$ cat src/sv/gdad_pkg.sv
// ----------------------------------------------------------------------------
// gdad_pkg - shared types and constants for the date-plus-days unit
// Word layouts, controller/datapath command and status groups, calendar
// constants and the month length lookup.
// ----------------------------------------------------------------------------
`default_nettype none

package gdad_pkg;

  localparam int DAY_BITS    = 5;
  localparam int MONTH_BITS  = 4;
  localparam int YEAR_BITS   = 14;
  localparam int OFFSET_PORT = 16;

  localparam logic [MONTH_BITS-1:0] MONTH_JAN = 4'd1;
  localparam logic [MONTH_BITS-1:0] MONTH_FEB = 4'd2;
  localparam logic [MONTH_BITS-1:0] MONTH_APR = 4'd4;
  localparam logic [MONTH_BITS-1:0] MONTH_JUN = 4'd6;
  localparam logic [MONTH_BITS-1:0] MONTH_SEP = 4'd9;
  localparam logic [MONTH_BITS-1:0] MONTH_NOV = 4'd11;
  localparam logic [MONTH_BITS-1:0] MONTH_DEC = 4'd12;

  localparam logic [YEAR_BITS-1:0] YEAR_MAX    = 14'h3FFF;
  localparam logic [YEAR_BITS-1:0] CENTURY     = 14'd100;
  localparam logic [YEAR_BITS-1:0] CENTURY_END = 14'd99;

  // Year / 100 by reciprocal: (year * 5243) >> 19 is exact for any 14-bit
  // year. The first step forms the quotient, the second the remainder.
  localparam int DIV_STEPS   = 2;
  localparam int DIV_CNT_W   = $clog2(DIV_STEPS);
  localparam int QUO_BITS    = 8;
  localparam int RECIP_BITS  = 13;
  localparam int RECIP_SHIFT = 19;
  localparam logic [RECIP_BITS-1:0] RECIP_100 = 13'd5243;

  localparam logic [DAY_BITS-1:0] LEN_31   = 5'd31;
  localparam logic [DAY_BITS-1:0] LEN_30   = 5'd30;
  localparam logic [DAY_BITS-1:0] LEN_29   = 5'd29;
  localparam logic [DAY_BITS-1:0] LEN_28   = 5'd28;

  typedef struct packed {
    logic [DAY_BITS-1:0]    start_day;
    logic [MONTH_BITS-1:0]  start_month;
    logic [YEAR_BITS-1:0]   start_year;
    logic [OFFSET_PORT-1:0] day_offset;
  } in_word_t;

  typedef struct packed {
    logic [DAY_BITS-1:0]   result_day;
    logic [MONTH_BITS-1:0] result_month;
    logic [YEAR_BITS-1:0]  result_year;
  } out_word_t;

  typedef struct packed {
    logic load;        // capture a new input word
    logic div_step;    // one step of the year / 100 split
    logic month_step;  // take one month off the day count
    logic out_load;    // move the finished date into the output register
  } ctrl_cmd_t;

  typedef struct packed {
    logic div_last;    // current division step is the final one
    logic fits;        // day count fits in the current month
  } dp_status_t;

  function automatic logic [DAY_BITS-1:0] month_len(input logic [MONTH_BITS-1:0] month,
                                                     input logic leap);
    logic [DAY_BITS-1:0] len;
    case (month)
      MONTH_APR, MONTH_JUN, MONTH_SEP, MONTH_NOV: len = LEN_30;
      MONTH_FEB: len = leap ? LEN_29 : LEN_28;
      default:   len = LEN_31;
    endcase
    return len;
  endfunction

endpackage

`default_nettype wire

$ cat src/sv/gdad_if.sv
// ----------------------------------------------------------------------------
// gdad_if - valid/ready channels of the date-plus-days unit
// One interface for the request word, one for the result word.
// ----------------------------------------------------------------------------
`default_nettype none

interface gdad_in_if;
  logic               valid;
  logic               ready;
  gdad_pkg::in_word_t data;

  modport source (output valid, output data, input ready);
  modport sink   (input valid, input data, output ready);
endinterface

interface gdad_out_if;
  logic                valid;
  logic                ready;
  gdad_pkg::out_word_t data;

  modport source (output valid, output data, input ready);
  modport sink   (input valid, input data, output ready);
endinterface

`default_nettype wire

$ cat src/sv/gregorian_date_add_days_unit.sv
// ----------------------------------------------------------------------------
// gregorian_date_add_days_unit - Gregorian date plus a day offset
// Adds a non-negative day count to a date and walks the result forward one
// month per cycle with the full leap-year rule.
// ----------------------------------------------------------------------------
// Usage:
//   request carries start_day, start_month, start_year and day_offset as one
//   word; a word is taken when request.valid and request.ready are both high.
//   result carries result_day, result_month and result_year, one word for
//   each request word, handed over on result.valid and result.ready.
//   Only the low OFFSET_BITS bits of day_offset (at most 16) are used.
// Sequence:
//   load, split the year into century and year within century (reciprocal
//   multiply, then remainder), then one month step per month crossed and a
//   final step that hands the date to the output register; a full 16-bit
//   offset crosses up to roughly 2160 months. One word is in work at a time.
//   The month step loop sets the rate.
// Reset:
//   rst is synchronous; it drops any word in work and clears result.valid.
// Stall:
//   the finished date waits in the output register; the next request word is
//   taken meanwhile, and its stepping holds at the last month until the
//   output register is free.
// ----------------------------------------------------------------------------
`default_nettype none

module gregorian_date_add_days_unit #(
  parameter int OFFSET_BITS = 16
) (
  input  wire logic  clk,
  input  wire logic  rst,
  gdad_in_if.sink    request,
  gdad_out_if.source result
);

  gdad_pkg::ctrl_cmd_t  cmd;
  gdad_pkg::dp_status_t status;

  // Sequencer: accept, divide, step months, hand over.
  gdad_ctrl u_ctrl (
    .clk       (clk),
    .rst       (rst),
    .in_valid  (request.valid),
    .in_ready  (request.ready),
    .out_valid (result.valid),
    .out_ready (result.ready),
    .status    (status),
    .cmd       (cmd)
  );

  // Datapath: working date, century split and the output date register.
  gdad_dpath #(
    .OFFSET_BITS (OFFSET_BITS)
  ) u_dpath (
    .clk      (clk),
    .in_word  (request.data),
    .cmd      (cmd),
    .status   (status),
    .out_word (result.data)
  );

endmodule

`default_nettype wire

$ cat src/sv/gdad_ctrl.sv
// ----------------------------------------------------------------------------
// gdad_ctrl - sequencer of the date-plus-days unit
// Steps through load, year/100 division and month stepping, and owns the
// output valid flag.
// ----------------------------------------------------------------------------
`default_nettype none

module gdad_ctrl (
  input  wire logic                 clk,
  input  wire logic                 rst,
  input  wire logic                 in_valid,
  output      logic                 in_ready,
  output      logic                 out_valid,
  input  wire logic                 out_ready,
  input  wire gdad_pkg::dp_status_t status,
  output      gdad_pkg::ctrl_cmd_t  cmd
);

  typedef enum logic [2:0] {
    ST_IDLE = 3'b001,
    ST_DIV  = 3'b010,
    ST_STEP = 3'b100
  } state_t;

  state_t state, state_next;
  logic   out_valid_next;
  logic   out_free;

  assign in_ready = (state == ST_IDLE);
  assign out_free = !out_valid || out_ready;

  always_comb begin
    state_next = state;
    cmd        = '0;
    case (state)
      ST_IDLE: begin
        if (in_valid) begin
          cmd.load   = 1'b1;
          state_next = ST_DIV;
        end
      end
      ST_DIV: begin
        cmd.div_step = 1'b1;
        if (status.div_last) begin
          state_next = ST_STEP;
        end
      end
      ST_STEP: begin
        if (!status.fits) begin
          cmd.month_step = 1'b1;
        end else if (out_free) begin
          cmd.out_load = 1'b1;
          state_next   = ST_IDLE;
        end
      end
      default: begin
        state_next = ST_IDLE;
      end
    endcase
  end

  always_comb begin
    if (cmd.out_load) begin
      out_valid_next = 1'b1;
    end else if (out_ready) begin
      out_valid_next = 1'b0;
    end else begin
      out_valid_next = out_valid;
    end
  end

  always_ff @(posedge clk) begin
    if (rst) begin
      state     <= ST_IDLE;
      out_valid <= 1'b0;
    end else begin
      state     <= state_next;
      out_valid <= out_valid_next;
    end
  end

endmodule

`default_nettype wire

$ cat src/sv/gdad_dpath.sv
// ----------------------------------------------------------------------------
// gdad_dpath - datapath of the date-plus-days unit
// Day/month/year registers, a reciprocal year / 100 split, and the
// month length subtractor; holds the output date register.
// ----------------------------------------------------------------------------
`default_nettype none

module gdad_dpath #(
  parameter int OFFSET_BITS = 16
) (
  input  wire logic                 clk,
  input  wire gdad_pkg::in_word_t   in_word,
  input  wire gdad_pkg::ctrl_cmd_t  cmd,
  output      gdad_pkg::dp_status_t status,
  output      gdad_pkg::out_word_t  out_word
);

  localparam int USED_BITS = (OFFSET_BITS < gdad_pkg::OFFSET_PORT) ? OFFSET_BITS
                                                                   : gdad_pkg::OFFSET_PORT;
  localparam int DAY_W     = USED_BITS + 1;
  localparam int PROD_W    = gdad_pkg::YEAR_BITS + gdad_pkg::RECIP_BITS;

  logic [DAY_W-1:0]                  day;
  logic [gdad_pkg::MONTH_BITS-1:0]   month;
  logic [gdad_pkg::YEAR_BITS-1:0]    year;
  // Division remainder; after the division it is year mod 100.
  logic [gdad_pkg::YEAR_BITS-1:0]    rem;
  logic [1:0]                        cent_mod4;
  logic [gdad_pkg::DIV_CNT_W-1:0]    cnt;
  logic [gdad_pkg::QUO_BITS-1:0]     quo;

  logic [PROD_W-1:0]                 prod;
  logic [gdad_pkg::YEAR_BITS-1:0]    cent_base;
  logic                              leap;
  logic [gdad_pkg::DAY_BITS-1:0]     len;
  logic [gdad_pkg::MONTH_BITS-1:0]   load_month;

  assign prod      = PROD_W'(year) * PROD_W'(gdad_pkg::RECIP_100);
  assign cent_base = gdad_pkg::YEAR_BITS'(quo) * gdad_pkg::CENTURY;

  // Leap: year mod 4 equals rem mod 4; century years need century mod 4 zero.
  assign leap = (rem[1:0] == 2'b00) && ((rem != '0) || (cent_mod4 == 2'b00));
  assign len  = gdad_pkg::month_len(month, leap);

  assign status.div_last = (cnt == '0);
  assign status.fits     = (day <= DAY_W'(len));

  always_comb begin
    if ((in_word.start_month < gdad_pkg::MONTH_JAN) ||
        (in_word.start_month > gdad_pkg::MONTH_DEC)) begin
      load_month = gdad_pkg::MONTH_JAN;
    end else begin
      load_month = in_word.start_month;
    end
  end

  always_ff @(posedge clk) begin
    if (cmd.load) begin
      day       <= DAY_W'(in_word.start_day) + DAY_W'(in_word.day_offset[USED_BITS-1:0]);
      month     <= load_month;
      year      <= in_word.start_year;
      rem       <= in_word.start_year;
      cnt       <= gdad_pkg::DIV_CNT_W'(gdad_pkg::DIV_STEPS - 1);
      cent_mod4 <= 2'b00;
    end else if (cmd.div_step) begin
      if (cnt != '0) begin
        // first step: quotient by reciprocal multiply
        quo       <= prod[gdad_pkg::RECIP_SHIFT +: gdad_pkg::QUO_BITS];
        cent_mod4 <= prod[gdad_pkg::RECIP_SHIFT +: 2];
      end else begin
        // second step: year within century
        rem <= year - cent_base;
      end
      cnt <= cnt - 1'b1;
    end else if (cmd.month_step) begin
      day <= day - DAY_W'(len);
      if (month == gdad_pkg::MONTH_DEC) begin
        month <= gdad_pkg::MONTH_JAN;
        if (year == gdad_pkg::YEAR_MAX) begin
          // wrap to year zero, which starts a fresh century
          year      <= '0;
          rem       <= '0;
          cent_mod4 <= 2'b00;
        end else begin
          year <= year + 1'b1;
          if (rem == gdad_pkg::CENTURY_END) begin
            rem       <= '0;
            cent_mod4 <= cent_mod4 + 1'b1;
          end else begin
            rem <= rem + 1'b1;
          end
        end
      end else begin
        month <= month + 1'b1;
      end
    end
  end

  always_ff @(posedge clk) begin
    if (cmd.out_load) begin
      out_word.result_day   <= day[gdad_pkg::DAY_BITS-1:0];
      out_word.result_month <= month;
      out_word.result_year  <= year;
    end
  end

endmodule

`default_nettype wire

$ cat src/flat_wrapper.sv
// flat-port wrapper written by rule: the top's interface ports become plain ports
module gregorian_date_add_days_unit_flat 
#(
  parameter int OFFSET_BITS = 16
)
  (clk, rst, request_valid, request_data, request_ready, result_valid, result_data, result_ready);
  gdad_in_if request_i ();
  gdad_out_if result_i ();
  input  wire logic clk;
  input  wire logic rst;
  input wire logic [$bits(request_i.valid)-1:0] request_valid;
  input wire logic [$bits(request_i.data)-1:0] request_data;
  output wire logic [$bits(request_i.ready)-1:0] request_ready;
  output wire logic [$bits(result_i.valid)-1:0] result_valid;
  output wire logic [$bits(result_i.data)-1:0] result_data;
  input wire logic [$bits(result_i.ready)-1:0] result_ready;
  assign request_i.valid = request_valid;
  assign request_i.data = request_data;
  assign request_ready = request_i.ready;
  assign result_valid = result_i.valid;
  assign result_data = result_i.data;
  assign result_i.ready = result_ready;
  gregorian_date_add_days_unit #(.OFFSET_BITS(OFFSET_BITS)) u_core (.clk(clk), .rst(rst), .request(request_i), .result(result_i));
endmodule
$ cat config.mk
export PLATFORM = sky130hd
export DESIGN_NAME = gregorian_date_add_days_unit_flat
export DESIGN_NICKNAME = d
export VERILOG_FILES = /design/src/sv/gdad_pkg.sv /design/src/sv/gdad_if.sv /design/src/sv/gregorian_date_add_days_unit.sv /design/src/sv/gdad_ctrl.sv /design/src/sv/gdad_dpath.sv /design/src/flat_wrapper.sv
export SDC_FILE = /design/constraint.sdc
export NUM_CORES = 1
export LEC_CHECK = 0
export BUFFER_PORTS_ARGS = -buffer_cell sky130_fd_sc_hd__buf_4
export CORE_ASPECT_RATIO = 0.7
export CORE_UTILIZATION = 55
export DETAILED_ROUTE_END_ITERATION = 6
export GPL_TIMING_DRIVEN = 1
export HOLD_SLACK_MARGIN = 0.06
export PLACE_DENSITY = 0.74
export SLEW_MARGIN = 20
export SYNTH_ARGS = -nofsm -noshare
export SYNTH_HDL_FRONTEND = slang
export SYNTH_SLANG_ARGS = --single-unit
$ cat constraint.sdc
create_clock -name clk -period 12.25 [get_ports clk]
set_input_delay 0.6125 -clock clk [delete_from_list [all_inputs] [get_ports clk]]
set_output_delay 0.6125 -clock clk [all_outputs]
set_load 0.005 [all_outputs]
* Word level (Yosys, flattened, before mapping) *
Cells that the tools add are included.

word-level totals
  word-level logic and storage cells = 109
  input bits = 43
  output and inout bits = 25
  bits in registers = 87

cells by class
  $mul = 2
  bitwise operators = 1
  magnitude comparators = 3
  equal/unequal tests = 18
  $add $sub $neg = 8
  reductions and logical operators = 23
  muxes and demuxes = 42

operators by type and width
  cell                      count
  $mux W14                  12
  $mux W17                  3
  $add A14 B1 Y14 const B   2
  $mul A14 B13 Y27 const B  1
  $mux W4                   5
  $add A5 B16 Y17           1
  $le A17 B5 Y1             1
  $sub A17 B5 Y17           1
  $eq A14 B14 Y1 const B    1
  $eq A14 B7 Y1 const B     1
  $mux W2                   7
  $reduce_bool A14 Y1       1
  $sub A14 B14 Y14          1
  $eq A4 B4 Y1 const B      3
  $mul A8 B5 Y12 const B    1
  $mux W3                   4
  $ne A2 B2 Y1 const B      5
  $reduce_bool A2 Y1        5
  $mux W1                   9
  $pmux W3 S3               1
  $reduce_and A3 Y1         3
  $reduce_bool A3 Y1        3
  $eq A4 B3 Y1 const B      2
  $reduce_and A4 Y1         2
  other kinds (19)          22

* Longest topological paths before layout *
Gate-level depths: netlist of the first run.

  word-level depth = 11
  gate-level depth with buffers = 17
  mapped depth without buffers = 17

* Hierarchy *
Synthesis of the first run repeated with hierarchy kept, for this count alone.

unflattened totals
  cell total of the unflattened synthesis = 870
  area, all modules = 9019.9 um^2

by module, submodules not included
  module      area an instance (um^2)  cells an instance  seq. area each (um^2)  times used
  gdad_dpath  8798.4                   844                2462.4                 1
  gdad_ctrl   221.5                    26                 80.1                   1

* Least setup slack after synthesis of the first run *
No wires, ideal clock.

  path kind = flip-flop to flip-flop
  from = register u_core.u_dpath.year[4] (netlist bit)
  to = register u_core.u_dpath.quo[6] (netlist bit) (data pin)
  data required time = 11.988 ns
  arrival = 4.748 ns
  cell stages (with the launch flop) = 18
  path buffers = 0
  library setup time = 0.262 ns
  setup slack = 7.239 ns
  period minus slack after synthesis = 5.011 ns
  cell sequence = edfxtp_1 -> inv_1 -> fa_1 -> inv_1 -> ha_1 -> fa_1 -> inv_1 -> fa_1 -> fa_1 -> inv_1 -> ha_1 -> and2_1 -> a221oi_1 -> o21ai_0 -> o311a_1 -> a21oi_2 -> o21bai_1 -> xor2_1

between the ends
  cells in the longest elaborated chain, start to end = 1

RTL lines
  element                      line              RTL
  start: declaration           gdad_dpath.sv:25  logic [gdad_pkg::YEAR_BITS-1:0] year;
  start signal: assignment     gdad_dpath.sv:61  year <= in_word.start_year;
  start signal: assignment     gdad_dpath.sv:85  year <= year + 1'b1;
  $mul A14 B13 Y27             gdad_dpath.sv:38  assign prod = PROD_W'(year) * PROD_W'(gdad_pkg::RECIP_100);
  via u_core.u_dpath.prod[25]  gdad_dpath.sv:32  logic [PROD_W-1:0] prod;
  end signal: assignment       gdad_dpath.sv:68  quo <= prod[gdad_pkg::RECIP_SHIFT +: gdad_pkg::QUO_BITS];
  end: declaration             gdad_dpath.sv:30  logic [gdad_pkg::QUO_BITS-1:0] quo;

The timed path passes the listed nets, and every way through them passes these cells.
A chain may end at the register's enable or synchronous reset.

* Worst setup path after layout of the first run *
  from = register u_core.u_dpath.year[11] (netlist bit)
  to = register u_core.u_dpath.quo[6] (netlist bit) (data pin)

The elaborated chain is that of the path after synthesis.

==> results of run 1 <==
-- cells by family after synthesis --
logic type | count (synthesis) | synth area share
AO/OA/AOI/OAI | 156 | 0.111
multiplexers | 1 | 0.00109
adder cells (fa/ha/maj) | 227 | 0.367
flip-flops | 87 | 0.278
buffers and inverters | 150 | 0.0622
AND/OR/NAND/NOR | 203 | 0.110
XOR/XNOR | 74 | 0.0708
-- report_power, final --
| part | total, mW | switching (mW) | internal, mW | leakage, nW |
|---|---|---|---|---|
| sequential | 0.399 | 0.0318 | 0.367 | 0.801 |
| combinational | 0.944 | 0.539 | 0.406 | 3.73 |
| clock | 0.291 | 0.129 | 0.162 | 0.146 |
-- final cells by class --
cell class	instances	area, um2
timing repair buffer	71	533
clock inverter	6	75.1
tap	225	282
fill	1415	6080
inverter	137	514
clock buffer	10	229
sequential	87	2540
multi-input combinational	661	6040
-- critical path, stage by stage, from the launching register on --
cell	delay (ns)
edfxtp_1	0.73
ha_1	0.38
fa_1	0.59
fa_1	0.48
fa_1	0.51
inv_1	0.06
fa_1	0.54
inv_1	0.04
ha_1	0.31
and2_1	0.16
a221oi_1	0.34
o21ai_0	0.28
o311a_1	0.49
a21oi_2	0.20
o21bai_1	0.09
xor2_1	0.14
-- sequential cells by signal, indices dropped and copies added (netlist names) --
name	count
u_core.u_ctrl.out_valid	1
u_core.u_ctrl.state	3
u_core.u_dpath.cent_mod4	2
u_core.u_dpath.cnt	1
u_core.u_dpath.day	17
u_core.u_dpath.month	4
u_core.u_dpath.out_word	23
u_core.u_dpath.quo	8
u_core.u_dpath.rem	14
u_core.u_dpath.year	14
-- path summary, 6_finish.rpt --
path	startpoint	to	cells after the start	slack, ns
worst max register to register	u_core.u_dpath.year[11]	u_core.u_dpath.quo[6]	15	6.64
worst min-delay path	rst	u_core.u_ctrl.state[1]	2	0.45
worst min register to register	u_core.u_dpath.day[0]	u_core.u_dpath.out_word[18]	0	0.47
worst max-delay path	u_core.u_dpath.year[11]	u_core.u_dpath.quo[6]	15	6.64
-- synth_stat cells (2+ instances only) --
cell	count	area, um2
a21oi_2	2	17.5
o221ai_1	2	17.5
dfxtp_1	7	140
nand4_1	7	43.8
and4_1	3	26.3
o211ai_1	4	30.0
and2_1	4	25.0
o211a_1	3	30.0
inv_1	137	514
buf_2	2	10.0
a22o_1	2	17.5
a31oi_1	5	31.3
a21oi_1	38	190
o31ai_1	8	60.1
o21bai_1	3	22.5
nand3_1	19	95.1
and3_1	12	75.1
o21a_1	9	67.6
o2111ai_1	2	17.5
or3_1	4	25.0
nand2b_1	7	43.8
a21boi_0	2	15.0
edfxtp_1	80	2400
nor2_1	41	154
o21ai_0	46	230
nor3b_1	2	15.0
o21ai_1	2	10.0
ha_1	158	1980
nor4_1	5	31.3
xnor2_1	50	438
clkbuf_1	9	33.8
o32ai_1	2	17.5
nor3_1	14	70.1
a21o_1	6	45.0
a22oi_1	6	45.0
nor2b_1	7	43.8
a32oi_1	2	17.5
a211oi_1	3	22.5
fa_1	69	1380
xor2_1	24	210
nand2_1	68	255
-- cell usage in the layout, fill, tap and decap left out, types with 4 or more instances in the layout --
cell / n
nor2_1: 40
xnor2_1: 50
and3_1: 12
edfxtp_1: 80
a22oi_1: 6
a21o_1: 6
clkbuf_16: 9
o21a_1: 9
o211ai_1: 4
nor2b_1: 7
nand4_1: 7
inv_1: 137
ha_1: 158
nand2_1: 68
buf_4: 71
nor4_1: 5
a21oi_1: 38
nand3_1: 19
o21ai_0: 46
a31oi_1: 5
xor2_1: 24
fa_1: 69
dfxtp_1: 7
nor3_1: 14
nand2b_1: 7
o31ai_1: 8
or3_1: 4
-- metrics by stage --
stage	worst slack [ns]	power, mW	instances	util	area (um2)
2_1_floorplan	7.24	1.10	898	-	9150
3_3_place_gp	6.77	1.32	1181	0.608	9920
3_5_place_dp	6.67	1.33	1181	0.608	9920
4_1_cts	6.64	1.63	1197	0.627	10200
5_1_grt	6.32	1.78	1197	0.627	10200
6_report	6.64	1.63	1197	0.627	10200
-- metal layers --
metal | vias up | GRT usage
met4 | 0 | 0.0623
met3 | 17 | 0.0473
met1 | 3205 | 0.389
met2 | 247 | 0.360
met5 | - | 0
li1 | 3241 | -
==> implementation parameters, run 1 <==
Parameter                              Value

STA
  Highest clock rate ... 0.178 GHz
  Final period demand of the worst path ... 5.61 ns
  Final hold violation count ... 0
  Rel. slew slack ... 0.287
  Final setup violation count ... 0
  Hold slack final ... between 0.4 and 0.5 ns
  Clock Skew ... about 0.0053 ns
  Slew of the pin with the lowest slew margin ... 1.07 ns
  Ratio of final minimum period to clock period ... 0.458
  Count of pins over their slew limit ... 0
  Setup TNS ... 0 ns
  Setup repair after global routing missed its margin ... false

Routing
  Topmost layer with routed signal wires ... met4
  Residual DRC count ... 0
  Starting DRC count in detailed routing ... slightly above 600
  Number of nets still failing antenna checks after routing ... 0
  Via density ... 5.61
  Total iterations of the first detailed-routing run ... 5
  Routed length on met2 ... between 8000 and 9000 um
  Met3 wire len ... 1560 um
  Vias ... 6710
  Routed wire length per instance ... 17.2 um
  Routed length on met1 ... 10200 um
  Wirelength, routed ... 20500 um

Floorplan
  Chip Height ... 110 um
  Top-Level Pins ... 68
  Die area ... 17200 um2
  Die outline width ... 156 um
  Standard cell core area ... 16300 um2
  Starting utilization of the core area ... 0.562
  Placement Rows ... 39

Synthesis
  Total of flip-flops plus latches after synthesis ... 87
  Synthesized netlist cell count ... 898
  Count of flip-flops with a built-in enable after synthesis ... 80
  Primary FF master, synth ... edfxtp_1
  Ys async rst share ... 0
  Syn_nets ... approximately 1200
  Mean cell area of the mapped netlist ... ~10 um2
  Library cells used by synthesis ... 63
  Count of warnings emitted by yosys ... 0
  Register area share after synthesis ... 0.278
  Post-Synthesis Cell Area ... slightly above 9000 um2

Clock tree
  Number of clock buffers inserted by TritonCTS ... 9
  Root Buffer Master ... clkbuf_16
  Hold buffer count at CTS ... 0
  Buffer levels on the longest clock path ... 2
  TritonCTS clock tree ... yes
  H-Tree Depth ... 3
  Post-CTS Setup Inserts ... 0
  Clock-pin slew on the worst setup and hold paths ... 0.07 ns
  CTS-repair resized insts ... 0
  Clock latency on the worst-skew pair ... ~0.36 ns
  # clock sinks ... 87

Cells and area
  N_diodes ... 0
  Share of final-layout standard cells stronger than drive strength 1 ... 0.103
  Post-layout nets ... 1237
  Area added between synthesis and finish ... 11.7%

Global route
  Largest net degree at the start of global routing ... 55
  Antenna violations before repair ... 0
  First-pass GRT wire length ... 32700 um
  GRT Overall Usage ... 0.252
  GR Overflow Total ... 0
  Via count of the first global-routing pass ... about 6400

Place
  Number of port buffers ... 67
  HPWL Detailed ... about 17000 um
  Routability congestion estimate ... 0.904

Power
  Worst vdd rail ir drop ... 0.132 mV
  Power per cell area ... 160 nW/um2
  Leakage component of the power ... 4.67 nW

Job
  Max Cap Viol ... 0

Status
  Run status ... completed

Worst setup path
  Endpoint arrival time on the critical path ... ~5.7 ns
  Endpoint required time on the critical path ... 12.35 ns
  Type of origin of the critical path ... register
  Type of the worst setup path ... register to register
  Critical path capture point type ... register
  Crit path max fanout ... 12

Worst hold path
  Class of the tightest hold or removal check ... primary input to register
No activity file was read; power rests on OpenSTA's default activity.
==> run 2, diff against run 1 <==
==> constraint.sdc (replaced) <==
create_clock -name clk -period 5.3 [get_ports clk]
set_input_delay 0.265 -clock clk [delete_from_list [all_inputs] [get_ports clk]]
set_output_delay 0.265 -clock clk [all_outputs]
set_load 0.005 [all_outputs]
==> run 2 against run 1 <==
Count of clock-buffer cells in the layout is 1 lower. Clock power increased by 120%. Utilization is 1.0 points higher. Sequential power rose by 130%. Sequential share of layout area shrank 0.39 points. Fmax is 9.8% higher. Critical endpoint unchanged. Highest routed layer unchanged.
==> implementation parameters, run 2 (same netlist as run 1, synthesis figures left out) <==
Parameter                              Value

Status
  Run status ... completed (unchanged)

Place
  Number of port buffers ... 67 (unchanged)
  Routability congestion estimate ... 0.868 (was 0.904)
  Number of cells after detailed placement ... 1199 (was 1181)
  HPWL Detailed ... 17200 um (was 16700 um)

STA
  Rel. slew slack ... 0.304 (was 0.287)
  Slew of the pin with the lowest slew margin ... 1.04 ns (was 1.07 ns)
  Clock Skew ... 0.00936 ns (was 0.00527 ns)
  Hold slack final ... 0.102 ns (was 0.445 ns)
  Setup repair after global routing missed its margin ... false (unchanged)
  Final hold violation count ... 0 (unchanged)
  Count of pins over their slew limit ... 0 (unchanged)
  Final setup violation count ... 0 (unchanged)
  Highest clock rate ... 0.196 GHz (was 0.178 GHz)
  Final period demand of the worst path ... 5.11 ns (was 5.61 ns)
  Setup TNS ... 0 ns (unchanged)
  Ratio of final minimum period to clock period ... 0.964 (was 0.458)

Cells and area
  Leading registers by flop count ... u_core.u_dpath.out_word (23), u_core.u_dpath.day (17) (unchanged)
  Area added between synthesis and finish ... 13.5% (was 11.7%)
  Commonest non-fill, non-tap cells in the layout ... ha_1 (158), inv_1 (137), buf_4 (87) (was ha_1 (158), inv_1 (137), edfxtp_1 (80))
  Share of final-layout standard cells stronger than drive strength 1 ... 0.125 (was 0.103)
  Post-layout nets ... 1255 (was 1237)
  Final design utilization ... 0.637 (was 0.627)
  Finished Layout Cells ... 1215 (was 1197)
  N_diodes ... 0 (unchanged)
  Number of flip-flops under the largest register name ... 23 (unchanged)
  Largest reg by FF count ... u_core.u_dpath.out_word (unchanged)
  Commonest non-fill, non-tap cell in the layout ... ha_1 (unchanged)

Routing
  Residual DRC count ... 0 (unchanged)
  Via density ... 5.62 (was 5.61)
  Starting DRC count in detailed routing ... 521 (was 615)
  Wirelength, routed ... 21400 um (was 20500 um)
  Vias ... 6827 (was 6710)
  Number of nets still failing antenna checks after routing ... 0 (unchanged)
  Routed wire length per instance ... 17.6 um (was 17.2 um)
  Total iterations of the first detailed-routing run ... 5 (unchanged)

Worst setup path
  Crit path max fanout ... 4 (was 12)
  Critical path launch point ... u_core.u_dpath.year[9] (was u_core.u_dpath.year[11])
  Number of cells on the worst reg-to-reg path ... 15 (unchanged)
  Type of origin of the critical path ... register (unchanged)
  Worst R2R Setup Slack ... 0.19 ns (was 6.64 ns)
  Endpoint of the lowest-slack register-to-register path ... u_core.u_dpath.quo[6] (unchanged)
  Endpoint required time on the critical path ... 5.40 ns (was 12.35 ns)
  Critical path capture point type ... register (unchanged)
  Type of the worst setup path ... register to register (unchanged)
  R2R Path Start ... u_core.u_dpath.year[9] (was u_core.u_dpath.year[11])
  Endpoint arrival time on the critical path ... 5.21 ns (was 5.71 ns)
  Termination of the worst setup path ... u_core.u_dpath.quo[6] (unchanged)

Floorplan
  Top-Level Pins ... 68 (unchanged)
  Chip Height ... 110 um (unchanged)
  Placement Rows ... 39 (unchanged)
  Die area ... 17200 um2 (unchanged)
  Standard cell core area ... 16300 um2 (unchanged)
  Die outline width ... 156 um (unchanged)
  Starting utilization of the core area ... 0.562 (unchanged)

Clock tree
  TritonCTS clock tree ... yes (unchanged)
  Clock-pin slew on the worst setup and hold paths ... 0.07 ns (about the same)
  # clock sinks ... 87 (unchanged)
  Clock latency on the worst-skew pair ... 0.35 ns (was 0.36 ns)
  Buffer levels on the longest clock path ... 2 (unchanged)
  Hold buffer count at CTS ... 0 (unchanged)
  Number of clock buffers inserted by TritonCTS ... 9 (unchanged)
  H-Tree Depth ... 3 (unchanged)
  Root Buffer Master ... clkbuf_16 (unchanged)

Global route
  Via count of the first global-routing pass ... 6629 (was 6399)
  Antenna violations before repair ... 0 (unchanged)
  GR Overflow Total ... 0 (unchanged)
  GRT Overall Usage ... 0.265 (was 0.252)
  First-pass GRT wire length ... 34500 um (was 32700 um)
  Largest net degree at the start of global routing ... 55 (unchanged)

Power
  Worst vdd rail ir drop ... 0.264 mV (was 0.132 mV)
  Power per cell area ... 370 nW/um2 (was 160 nW/um2)
  Leakage component of the power ... 4.77 nW (was 4.67 nW)

Job
  Max Cap Viol ... 0 (unchanged)

Worst hold path
  Worst Hold Path Cells ... 2 (unchanged)
  Class of the tightest hold or removal check ... primary input to register (unchanged)
## run 2: timing repair
action,4_1_cts,5_1_grt
hold endpoints to repair,0,0
endpoints found under the setup margin,0,4
gates resized for setup,0,8
buffers inserted,0,0
## run 2: layout make-up
cell class	instances	area (um2)
multi-input cells	661	6080
fillers	1363	5910
flip-flops and latches	87	2540
repair buffers	89	676
inverters	137	514
well taps	225	282
clock buffers	9	225
clock inverters	7	66.3
## run 2: metal layers
layer,share of wire,vias to the layer above,global-route usage
li1,-,3283,-
met3,0.062,10,0.0461
met4,0.0057,0,0.0420
met5,0,-,0
met2,0.43,211,0.393
met1,0.50,3323,0.409
## run 2: critical path, stage by stage, from the launching register on
cell      delay (ns)
edfxtp_1        0.47
ha_1            0.39
fa_1            0.58
fa_1            0.45
fa_1            0.51
inv_1           0.07
fa_1            0.54
inv_1           0.04
ha_1            0.32
and2_1          0.18
a221oi_2        0.31
o21ai_2         0.13
o311a_4         0.43
a21oi_2         0.18
o21bai_1        0.10
xor2_1          0.15
## run 2: metrics by stage
stage / worst slack [ns] / total power, mW / instance area, um2
floorplan: 0.289 / 2.55 / 9150
global placement: 0.142 / 3.09 / 10100
global route: 0.00000178 / 4.23 / 10400
finish: 0.191 / 3.84 / 10400
detailed placement: 0.0672 / 3.12 / 10100
CTS: 0.0233 / 3.78 / 10300
## run 2: worst min-delay path by stage
stage	start	endpoint	slack [ns]
5_1_grt	rst	u_core.u_ctrl.state[1]	0.1
6_report	rst	u_core.u_ctrl.state[1]	0.10
3_3_place_gp	u_core.u_dpath.day[0]	u_core.u_dpath.out_word[18]	0.43
3_5_place_dp	u_core.u_dpath.day[0]	u_core.u_dpath.out_word[18]	0.45
2_1_floorplan	rst	u_core.u_ctrl.state[1]	0.33
4_1_cts	rst	u_core.u_ctrl.state[1]	0.1
## run 2: report_power, final
group / internal (mW) / leakage [nW] / switching (mW)
logic: 0.982 / 3.82 / 1.32
clock network: 0.329 / 0.141 / 0.308
registers: 0.847 / 0.801 / 0.0566
total: 2.16 / 4.77 / 1.68
